### config.mk
export PLATFORM = sky130hd
export DESIGN_NAME = interrupt_pending_priority_table_flat
export DESIGN_NICKNAME = d
export VERILOG_FILES = /design/src/ippt_pkg.sv /design/src/ippt_if.sv /design/src/ippt_ctrl.sv /design/src/ippt_datapath.sv /design/src/interrupt_pending_priority_table.sv /design/src/flat_wrapper.sv
export VERILOG_INCLUDE_DIRS = /design/src /design/src/src
export SDC_FILE = /design/constraint.sdc
export NUM_CORES = 1
export LEC_CHECK = 0
export ABC_AREA = 1
export BUFFER_PORTS_ARGS = -buffer_cell sky130_fd_sc_hd__clkbuf_2
export CORE_ASPECT_RATIO = 0.6
export CORE_UTILIZATION = 55
export CTS_CLUSTER_SIZE = 10
export DETAILED_ROUTE_END_ITERATION = 16
export PLACE_DENSITY_LB_ADDON = 0.25
export SYNTH_ARGS = -nofsm -noshare
export SYNTH_HDL_FRONTEND = slang
export SYNTH_SLANG_ARGS = --single-unit
export TNS_END_PERCENT = 30
### constraint.sdc
create_clock -name clk -period 3.4 [get_ports clk]
set_input_delay 0.34 -clock clk [delete_from_list [all_inputs] [get_ports clk]]
set_output_delay 0.34 -clock clk [all_outputs]
set_load 0.03 [all_outputs]
### src/interrupt_pending_priority_table_macros.svh
// assertion helpers shared by the ippt modules
// each expects clk and rst_n in scope
`ifndef INTERRUPT_PENDING_PRIORITY_TABLE_MACROS_SVH
`define INTERRUPT_PENDING_PRIORITY_TABLE_MACROS_SVH

// same-cycle implication
`define IPPT_ASSERT_IMP(lbl, ante, cons, msg) \
  lbl: assert property (@(posedge clk) disable iff (!rst_n) (ante) |-> (cons)) \
    else $error(msg);

// next-cycle implication
`define IPPT_ASSERT_NXT(lbl, ante, cons, msg) \
  lbl: assert property (@(posedge clk) disable iff (!rst_n) (ante) |=> (cons)) \
    else $error(msg);

`endif

### src/ippt_pkg.sv
`default_nettype none
package ippt_pkg;

  localparam int EVENT_W = 12;
  localparam int LEVEL_W = 4;

  localparam logic [EVENT_W-1:0] EXT_EVENT_LOW  = 12'h600;
  localparam logic [EVENT_W-1:0] EXT_EVENT_HIGH = 12'h700;

  typedef enum logic [1:0] {
    OP_ASSERT = 2'd0,
    OP_CLEAR  = 2'd1,
    OP_ACCEPT = 2'd2,
    OP_NOP    = 2'd3
  } op_t;

  typedef struct packed {
    logic load;   // capture input word, restart scan
    logic step;   // visit one slot
    logic apply;  // commit table update and load result
  } ippt_cmd_t;

  typedef struct packed {
    logic scan_last;
  } ippt_sts_t;

endpackage
`default_nettype wire

### src/ippt_if.sv
`default_nettype none
interface ippt_in_if;
  logic                        valid;
  logic                        ready;
  logic [1:0]                  opcode;
  logic [ippt_pkg::EVENT_W-1:0] event_code;
  logic [ippt_pkg::LEVEL_W-1:0] level;
  logic [ippt_pkg::LEVEL_W-1:0] interrupt_mask;
  logic                        block_flag;

  modport source (output valid, opcode, event_code, level, interrupt_mask, block_flag,
                  input ready);
  modport sink (input valid, opcode, event_code, level, interrupt_mask, block_flag,
                output ready);
endinterface

interface ippt_out_if;
  logic                        valid;
  logic                        ready;
  logic                        accepted;
  logic [ippt_pkg::EVENT_W-1:0] accepted_event;
  logic [ippt_pkg::LEVEL_W-1:0] accepted_level;
  logic                        dropped;
  logic                        any_pending;

  modport source (output valid, accepted, accepted_event, accepted_level, dropped,
                  any_pending, input ready);
  modport sink (input valid, accepted, accepted_event, accepted_level, dropped,
                any_pending, output ready);
endinterface
`default_nettype wire

### src/ippt_ctrl.sv
`default_nettype none
`include "interrupt_pending_priority_table_macros.svh"
module ippt_ctrl (
  input  wire logic                clk,
  input  wire logic                rst_n,
  input  wire logic                in_valid,
  output logic                     in_ready,
  output logic                     out_valid,
  input  wire logic                out_ready,
  input  wire ippt_pkg::ippt_sts_t sts,
  output ippt_pkg::ippt_cmd_t      cmd
);
  import ippt_pkg::*;

  typedef enum logic [2:0] {
    ST_IDLE  = 3'b001,
    ST_SCAN  = 3'b010,
    ST_APPLY = 3'b100
  } state_t;

  state_t state_r, state_nxt;
  logic   out_valid_r, out_valid_nxt;
  logic   out_free;

  assign out_free  = !out_valid_r || out_ready;
  assign in_ready  = (state_r == ST_IDLE);
  assign out_valid = out_valid_r;

  always_comb begin
    state_nxt = state_r;
    cmd       = '0;
    unique case (state_r)
      ST_IDLE: begin
        if (in_valid) begin
          cmd.load  = 1'b1;
          state_nxt = ST_SCAN;
        end
      end
      ST_SCAN: begin
        cmd.step = 1'b1;
        if (sts.scan_last) begin
          state_nxt = ST_APPLY;
        end
      end
      ST_APPLY: begin
        // hold until the result register is free
        if (out_free) begin
          cmd.apply = 1'b1;
          state_nxt = ST_IDLE;
        end
      end
      default: state_nxt = ST_IDLE;
    endcase
  end

  always_comb begin
    out_valid_nxt = out_valid_r;
    if (cmd.apply) begin
      out_valid_nxt = 1'b1;
    end else if (out_ready) begin
      out_valid_nxt = 1'b0;
    end
  end

  always_ff @(posedge clk) begin
    if (!rst_n) begin
      state_r     <= ST_IDLE;
      out_valid_r <= 1'b0;
    end else begin
      state_r     <= state_nxt;
      out_valid_r <= out_valid_nxt;
    end
  end

  `IPPT_ASSERT_IMP(a_apply_free, cmd.apply, out_free, "result overwritten before taken")
  `IPPT_ASSERT_IMP(a_valid_from_apply, $rose(out_valid_r), $past(state_r == ST_APPLY),
                   "result raised outside apply")

endmodule
`default_nettype wire

### src/ippt_datapath.sv
`default_nettype none
`include "interrupt_pending_priority_table_macros.svh"
module ippt_datapath #(
  parameter int SLOT_COUNT = 8
) (
  input  wire logic                          clk,
  input  wire logic                          rst_n,
  input  wire ippt_pkg::ippt_cmd_t           cmd,
  output ippt_pkg::ippt_sts_t                sts,
  input  wire logic [1:0]                    opcode,
  input  wire logic [ippt_pkg::EVENT_W-1:0]  event_code,
  input  wire logic [ippt_pkg::LEVEL_W-1:0]  level,
  input  wire logic [ippt_pkg::LEVEL_W-1:0]  interrupt_mask,
  input  wire logic                          block_flag,
  output logic                               accepted,
  output logic [ippt_pkg::EVENT_W-1:0]       accepted_event,
  output logic [ippt_pkg::LEVEL_W-1:0]       accepted_level,
  output logic                               dropped,
  output logic                               any_pending
);
  import ippt_pkg::*;

  localparam int IDX_W = $clog2(SLOT_COUNT);

  // slot table
  logic [SLOT_COUNT-1:0] slot_pending_r, slot_pending_nxt;
  logic [EVENT_W-1:0]    slot_event_r [SLOT_COUNT];
  logic [EVENT_W-1:0]    slot_event_nxt [SLOT_COUNT];
  logic [LEVEL_W-1:0]    slot_level_r [SLOT_COUNT];
  logic [LEVEL_W-1:0]    slot_level_nxt [SLOT_COUNT];

  // captured word
  op_t                op_r;
  logic [EVENT_W-1:0] code_r;
  logic [LEVEL_W-1:0] lvl_r;
  logic [LEVEL_W-1:0] mask_r;
  logic               blk_r;

  // scan state
  logic [IDX_W-1:0]   idx_r;
  logic               hit_r, free_r, best_r;
  logic [IDX_W-1:0]   hit_idx_r, free_idx_r, best_idx_r;
  logic [LEVEL_W-1:0] best_lvl_r;
  logic [EVENT_W-1:0] best_event_r;

  // result register
  logic               accepted_r;
  logic [EVENT_W-1:0] accepted_event_r;
  logic [LEVEL_W-1:0] accepted_level_r;
  logic               dropped_r;
  logic               any_pending_r;

  logic               cur_pending;
  logic [EVENT_W-1:0] cur_event;
  logic [LEVEL_W-1:0] cur_level;
  logic               cur_match;
  logic               best_take;
  logic               drop_nxt;
  logic               acc_nxt;
  logic               best_ext;

  assign cur_pending = slot_pending_r[idx_r];
  assign cur_event   = slot_event_r[idx_r];
  assign cur_level   = slot_level_r[idx_r];
  assign cur_match   = cur_pending && (cur_event == code_r);
  assign best_take   = (op_r == OP_ACCEPT) && !blk_r && cur_pending &&
                       (cur_level > mask_r) && (cur_level > best_lvl_r);

  assign sts.scan_last = (idx_r == IDX_W'(SLOT_COUNT - 1));

  assign drop_nxt = (op_r == OP_ASSERT) && (code_r != '0) && !hit_r && !free_r;
  assign acc_nxt  = (op_r == OP_ACCEPT) && best_r;
  assign best_ext = (best_event_r >= EXT_EVENT_LOW) && (best_event_r < EXT_EVENT_HIGH);

  always_comb begin
    slot_pending_nxt = slot_pending_r;
    slot_event_nxt   = slot_event_r;
    slot_level_nxt   = slot_level_r;
    if (cmd.step && (op_r == OP_CLEAR) && cur_match) begin
      slot_pending_nxt[idx_r] = 1'b0;
    end
    if (cmd.apply) begin
      case (op_r)
        OP_ASSERT: begin
          if (code_r != '0) begin
            if (hit_r) begin
              slot_level_nxt[hit_idx_r] = lvl_r;
            end else if (free_r) begin
              slot_pending_nxt[free_idx_r] = 1'b1;
              slot_event_nxt[free_idx_r]   = code_r;
              slot_level_nxt[free_idx_r]   = lvl_r;
            end
          end
        end
        OP_ACCEPT: begin
          // external events leave the table once taken
          if (best_r && best_ext) begin
            slot_pending_nxt[best_idx_r] = 1'b0;
          end
        end
        default: ;
      endcase
    end
  end

  always_ff @(posedge clk) begin
    if (!rst_n) begin
      slot_pending_r <= '0;
    end else begin
      slot_pending_r <= slot_pending_nxt;
    end
  end

  always_ff @(posedge clk) begin
    slot_event_r <= slot_event_nxt;
    slot_level_r <= slot_level_nxt;
  end

  always_ff @(posedge clk) begin
    if (cmd.load) begin
      op_r   <= op_t'(opcode);
      code_r <= event_code;
      lvl_r  <= level;
      mask_r <= interrupt_mask;
      blk_r  <= block_flag;
    end
  end

  always_ff @(posedge clk) begin
    if (!rst_n) begin
      idx_r      <= '0;
      hit_r      <= 1'b0;
      free_r     <= 1'b0;
      best_r     <= 1'b0;
      best_lvl_r <= '0;
    end else if (cmd.load) begin
      idx_r      <= '0;
      hit_r      <= 1'b0;
      free_r     <= 1'b0;
      best_r     <= 1'b0;
      best_lvl_r <= '0;
    end else if (cmd.step) begin
      idx_r <= idx_r + 1'b1;
      if ((op_r == OP_ASSERT) && cur_match && !hit_r) begin
        hit_r <= 1'b1;
      end
      if ((op_r == OP_ASSERT) && !cur_pending && !free_r) begin
        free_r <= 1'b1;
      end
      // strict compare keeps the lowest slot on equal levels
      if (best_take) begin
        best_r     <= 1'b1;
        best_lvl_r <= cur_level;
      end
    end
  end

  always_ff @(posedge clk) begin
    if (cmd.step) begin
      if ((op_r == OP_ASSERT) && cur_match && !hit_r) begin
        hit_idx_r <= idx_r;
      end
      if ((op_r == OP_ASSERT) && !cur_pending && !free_r) begin
        free_idx_r <= idx_r;
      end
      if (best_take) begin
        best_idx_r   <= idx_r;
        best_event_r <= cur_event;
      end
    end
  end

  always_ff @(posedge clk) begin
    if (cmd.apply) begin
      accepted_r       <= acc_nxt;
      accepted_event_r <= acc_nxt ? best_event_r : '0;
      accepted_level_r <= acc_nxt ? best_lvl_r : '0;
      dropped_r        <= drop_nxt;
      any_pending_r    <= |slot_pending_nxt;
    end
  end

  assign accepted       = accepted_r;
  assign accepted_event = accepted_event_r;
  assign accepted_level = accepted_level_r;
  assign dropped        = dropped_r;
  assign any_pending    = any_pending_r;

  `IPPT_ASSERT_IMP(a_accept_above_mask, cmd.apply && acc_nxt,
                   (best_lvl_r > mask_r) && !blk_r, "accepted level not above mask")
  `IPPT_ASSERT_NXT(a_assert_leaves_pending,
                   cmd.apply && (op_r == OP_ASSERT) && (code_r != '0) && !drop_nxt,
                   |slot_pending_r, "stored source not pending")

endmodule
`default_nettype wire

### src/interrupt_pending_priority_table.sv
// channel  dir  payload
// in_ch    in   opcode, event_code, level, interrupt_mask, block_flag
// out_ch   out  accepted, accepted_event, accepted_level, dropped, any_pending
//
// one word passes capture, then the table scan with one slot compared per cycle,
// then a commit that updates the table and loads the result register
// a new word is taken as soon as the scan is back in idle, even if the last result waits
// a stalled result only holds the commit cycle of the next word
// reset (rst_n low, synchronous) empties the table at once
`default_nettype none
module interrupt_pending_priority_table #(
  parameter int SLOT_COUNT = 8
) (
  input wire logic   clk,
  input wire logic   rst_n,
  ippt_in_if.sink    in_ch,
  ippt_out_if.source out_ch
);
  import ippt_pkg::*;

  ippt_cmd_t cmd;
  ippt_sts_t sts;

  ippt_ctrl u_ctrl (
    .clk       (clk),
    .rst_n     (rst_n),
    .in_valid  (in_ch.valid),
    .in_ready  (in_ch.ready),
    .out_valid (out_ch.valid),
    .out_ready (out_ch.ready),
    .sts       (sts),
    .cmd       (cmd)
  );

  ippt_datapath #(
    .SLOT_COUNT (SLOT_COUNT)
  ) u_datapath (
    .clk            (clk),
    .rst_n          (rst_n),
    .cmd            (cmd),
    .sts            (sts),
    .opcode         (in_ch.opcode),
    .event_code     (in_ch.event_code),
    .level          (in_ch.level),
    .interrupt_mask (in_ch.interrupt_mask),
    .block_flag     (in_ch.block_flag),
    .accepted       (out_ch.accepted),
    .accepted_event (out_ch.accepted_event),
    .accepted_level (out_ch.accepted_level),
    .dropped        (out_ch.dropped),
    .any_pending    (out_ch.any_pending)
  );

endmodule
`default_nettype wire
### src/flat_wrapper.sv
// flat-port wrapper written by rule: the top's interface ports become plain ports
module interrupt_pending_priority_table_flat import ippt_pkg::*;
#(
  parameter int SLOT_COUNT = 8
)
  (clk, rst_n, in_ch_valid, in_ch_opcode, in_ch_event_code, in_ch_level, in_ch_interrupt_mask, in_ch_block_flag, in_ch_ready, out_ch_valid, out_ch_accepted, out_ch_accepted_event, out_ch_accepted_level, out_ch_dropped, out_ch_any_pending, out_ch_ready);
  ippt_in_if in_ch_i ();
  ippt_out_if out_ch_i ();
  input wire logic clk;
  input wire logic rst_n;
  input wire logic [$bits(in_ch_i.valid)-1:0] in_ch_valid;
  input wire logic [$bits(in_ch_i.opcode)-1:0] in_ch_opcode;
  input wire logic [$bits(in_ch_i.event_code)-1:0] in_ch_event_code;
  input wire logic [$bits(in_ch_i.level)-1:0] in_ch_level;
  input wire logic [$bits(in_ch_i.interrupt_mask)-1:0] in_ch_interrupt_mask;
  input wire logic [$bits(in_ch_i.block_flag)-1:0] in_ch_block_flag;
  output wire logic [$bits(in_ch_i.ready)-1:0] in_ch_ready;
  output wire logic [$bits(out_ch_i.valid)-1:0] out_ch_valid;
  output wire logic [$bits(out_ch_i.accepted)-1:0] out_ch_accepted;
  output wire logic [$bits(out_ch_i.accepted_event)-1:0] out_ch_accepted_event;
  output wire logic [$bits(out_ch_i.accepted_level)-1:0] out_ch_accepted_level;
  output wire logic [$bits(out_ch_i.dropped)-1:0] out_ch_dropped;
  output wire logic [$bits(out_ch_i.any_pending)-1:0] out_ch_any_pending;
  input wire logic [$bits(out_ch_i.ready)-1:0] out_ch_ready;
  assign in_ch_i.valid = in_ch_valid;
  assign in_ch_i.opcode = in_ch_opcode;
  assign in_ch_i.event_code = in_ch_event_code;
  assign in_ch_i.level = in_ch_level;
  assign in_ch_i.interrupt_mask = in_ch_interrupt_mask;
  assign in_ch_i.block_flag = in_ch_block_flag;
  assign in_ch_ready = in_ch_i.ready;
  assign out_ch_valid = out_ch_i.valid;
  assign out_ch_accepted = out_ch_i.accepted;
  assign out_ch_accepted_event = out_ch_i.accepted_event;
  assign out_ch_accepted_level = out_ch_i.accepted_level;
  assign out_ch_dropped = out_ch_i.dropped;
  assign out_ch_any_pending = out_ch_i.any_pending;
  assign out_ch_i.ready = out_ch_ready;
  interrupt_pending_priority_table #(.SLOT_COUNT(SLOT_COUNT)) u_core (.clk(clk), .rst_n(rst_n), .in_ch(in_ch_i), .out_ch(out_ch_i));
endmodule
==> impl_metrics.yaml <==
global_route:
  grt_pass1_wl_um: 34000
  first_global_vias: 6159
  grt_usage: 0.256
  antenna_found_initial: 0
  grt_overflow: 0
  grt_max_degree: 53
floorplan:
  die_y_um: 104
  die_area_mm2: 0.0178
  num_rows: 36
  initial_utilization: 0.573
  core_area_mm2: 0.0165
  io_pins: 48
  die_w_um: 171
critical_path:
  crit_fanout: 15
  cp-start-kind: "register"
  arrival_ns: 3.39
  crit_path_end_kind: "register"
  worst_path_max_delay_cell: "dfxtp_2"
  slowest_delay_ns: 0.38
  required_ns: 3.60
  crit_chain: "inv_2 > nor2_2 > inv_1 > nor2_1 > a22o_1 > a221oi_1 > nand3_1 > ha_1 > inv_1 > nor2_1 > nor2_1 > o21ai_0 > nand4_1 > a2111oi_0 > nand2_1 > inv_1 > buf_4"
  worstSetupPathType: "reg -> reg"
power:
  p_leak_nw: 4.70
  power_density_mw_per_mm2: 499
  peakVddDrop_uv: 349
  report.power.total_mw: 5.47
placement:
  detailed_place_hpwl_um: 15200
  place_congestion: 0.936
  portBuffers: 47
  dp_cells: 1249
  post_dp_cell_area_mm2: 0.0100
clock_network:
  cts_root_buf: "clkbuf_16"
  clockBufferDepth: 3
  cts_htree_levels: 1
  clk_transition_reported_paths_ns: 0.06
  clkSinkCount: 213
  cts_tree: "yes"
  clk_latency_ns: 0.52
  cts_made_buffers: 25
timing:
  max_freq_mhz: 314
  final.setup.tns_ns: 0
  hold_viol: 0
  fin_crit_ns: 3.19
  fin_skew_ns: 0.0161
  setup_viol: 0
  fin_crit_sh: 0.937
  worst_pin_slew_ns: 0.916
  relSlewSlack: 0.385
  drv_slew: 0
  grt_setup_unrepaired: "no"
synthesis:
  ys_seq_elements: 213
  synth.top_cells.by_count: "nand2_1, edfxtp_1, inv_1, nor2_1, nand3_1"
  yosysMostFrequentCell: "nand2_1"
  ys.flop_type: "edfxtp_1"
  syn_inst: 967
  yosysTopAreaCellShare: 0.605
  avgSynthCellArea_um2: 9.80
  synth_edf_count: 191
  ys_seq_area_frac: 0.652
  syn-cell-area_mm2: 0.00948
  yosys.area.top_type: "edfxtp_1"
  ys_top_cells_by_area: "edfxtp_1, nand2_1, inv_1, nor2_1, dfxtp_1"
  yosys_warnings: 0
  synthDistinctLibCells: 32
  syn_nets: 1004
  async_flop_share: 0
final_layout:
  finalNetCount: 1105
  n_antenna_cell: 0
  drive_gt1_frac: 0.118
  final_area_mm2: 0.0110
  finish.utilization: 0.663
  final_cells: 1312
  area_growth_pct: 15.6
outcome:
  status: "finished, final reports clean"
drt:
  vias_per_cell: 5.23
  via_count: 6859
  drt_iter0_markers: 865
  avgRoutedWirePerCell_um: 16.9
  ant_nets: 0
  drtPass1Iterations: 8
  drt-total-wl_um: 22200
  post-route-drc-count: 0
hold_path:
  hp-class: "in -> reg"
run:
  maxCapViolations: 0
final cells by class:
class	instances	area [um2]
timing repair buffer	94	638
fill	1321	5580
tap	228	285
clock buffer	41	696
sequential	213	6180
clock inverter	2	16.3
multi-input combinational	547	2440
inverter	187	704
placed cells by master, fill, tap and decap left out, types with 8 or more instances in the layout:
master / netlist / final
inv_1: 171 / 171
o21ai_0: 8 / 8
edfxtp_1: 191 / 191
clkbuf_16: 0 / 25
dfxtp_1: 22 / 20
nand3_1: 67 / 67
nor2_1: 130 / 128
inv_2: 12 / 12
ha_1: 10 / 10
buf_4: 4 / 27
a21oi_1: 19 / 19
clkbuf_2: 0 / 47
dlygate4sd3_1: 0 / 20
clkbuf_1: 2 / 15
nand2_1: 256 / 256
nand4_1: 12 / 12
nor3_1: 14 / 14
state kept, by name, indices dropped and copies added (netlist names), 4 cells and up:
name	flops
u_core.u_datapath.accepted_event	12
u_core.u_datapath.best_event_r	12
u_core.u_datapath.lvl_r	4
u_core.u_datapath.code_r	12
u_core.u_datapath.accepted_level	4
u_core.u_datapath.mask_r	4
u_core.u_datapath.slot_level_r	32
u_core.u_datapath.slot_pending_r	8
u_core.u_datapath.slot_event_r	96
u_core.u_datapath.best_lvl_r	4
where the power goes:
part	total (mW)	internal, mW	switching, mW
Combinational	0.190	0.0650	0.125
Clock	2.37	1.38	0.988
Sequential	2.91	2.88	0.0308
worst paths after layout:
| check | startpoint | to | slack [ns] | cells past startpoint |
|---|---|---|---|---|
| max | u_core.u_datapath.idx_r[1] | u_core.u_datapath.best_idx_r[2] | 0.21 | 17 |
| min | in_ch_interrupt_mask[2] | u_core.u_datapath.mask_r[2] | 0.009 | 1 |
| max reg2reg | u_core.u_datapath.idx_r[1] | u_core.u_datapath.best_idx_r[2] | 0.21 | 17 |
| min reg2reg | u_core.u_datapath.best_lvl_r[0] | u_core.u_datapath.best_lvl_r[0] | 0.49 | 2 |
metrics by stage:
stage / setup slack, ns / hold WS (ns)
global placement: 0.249 / 0.491
detailed placement: 0.121 / 0.487
CTS: 0.104 / 0.00176
floorplan: 0.127 / 0.439
global route: 0.0179 / 0.00245
finish: 0.213 / 0.00924
worst max-delay path, delay by kind of cell (launching register included):
kind	cells	cell delay, ns
fa+ha+maj	1	0.34
buf+inv	5	0.53
flops	1	0.38
simple gates	7	0.72
compound gates	4	0.88
what timing repair did:
item | 4_1_cts | 5_1_grt
hold buffers | 20 | 0
setup buffers | 0 | 0
endpoints found under the hold margin | 20 | 0
setup endpoints to repair | 0 | 19
resized for setup | 0 | 2
kinds of logic (layout without fill, tap and decap cells):
kind of cell | Yosys count | count (layout) | share of synthesized area
and+or+nand+nor | 491 | 491 | 0.213
buffers and inverters | 207 | 324 | 0.0927
AOI/OAI and AO/OA | 46 | 46 | 0.0298
DFF | 213 | 213 | 0.652
adders and majority gates | 10 | 10 | 0.0132
metal layers:
metal | wire [um] | share of wire | up-vias | GRT usage
li1 | - | - | 3319 | -
met4 | 323 | 0.015 | 0 | 0.0466
met2 | 8590 | 0.39 | 355 | 0.329
met1 | 10600 | 0.48 | 3155 | 0.427
met5 | 0 | 0 | - | 0
met3 | 2740 | 0.12 | 30 | 0.0684
Power figures use the tool's default switching activity.
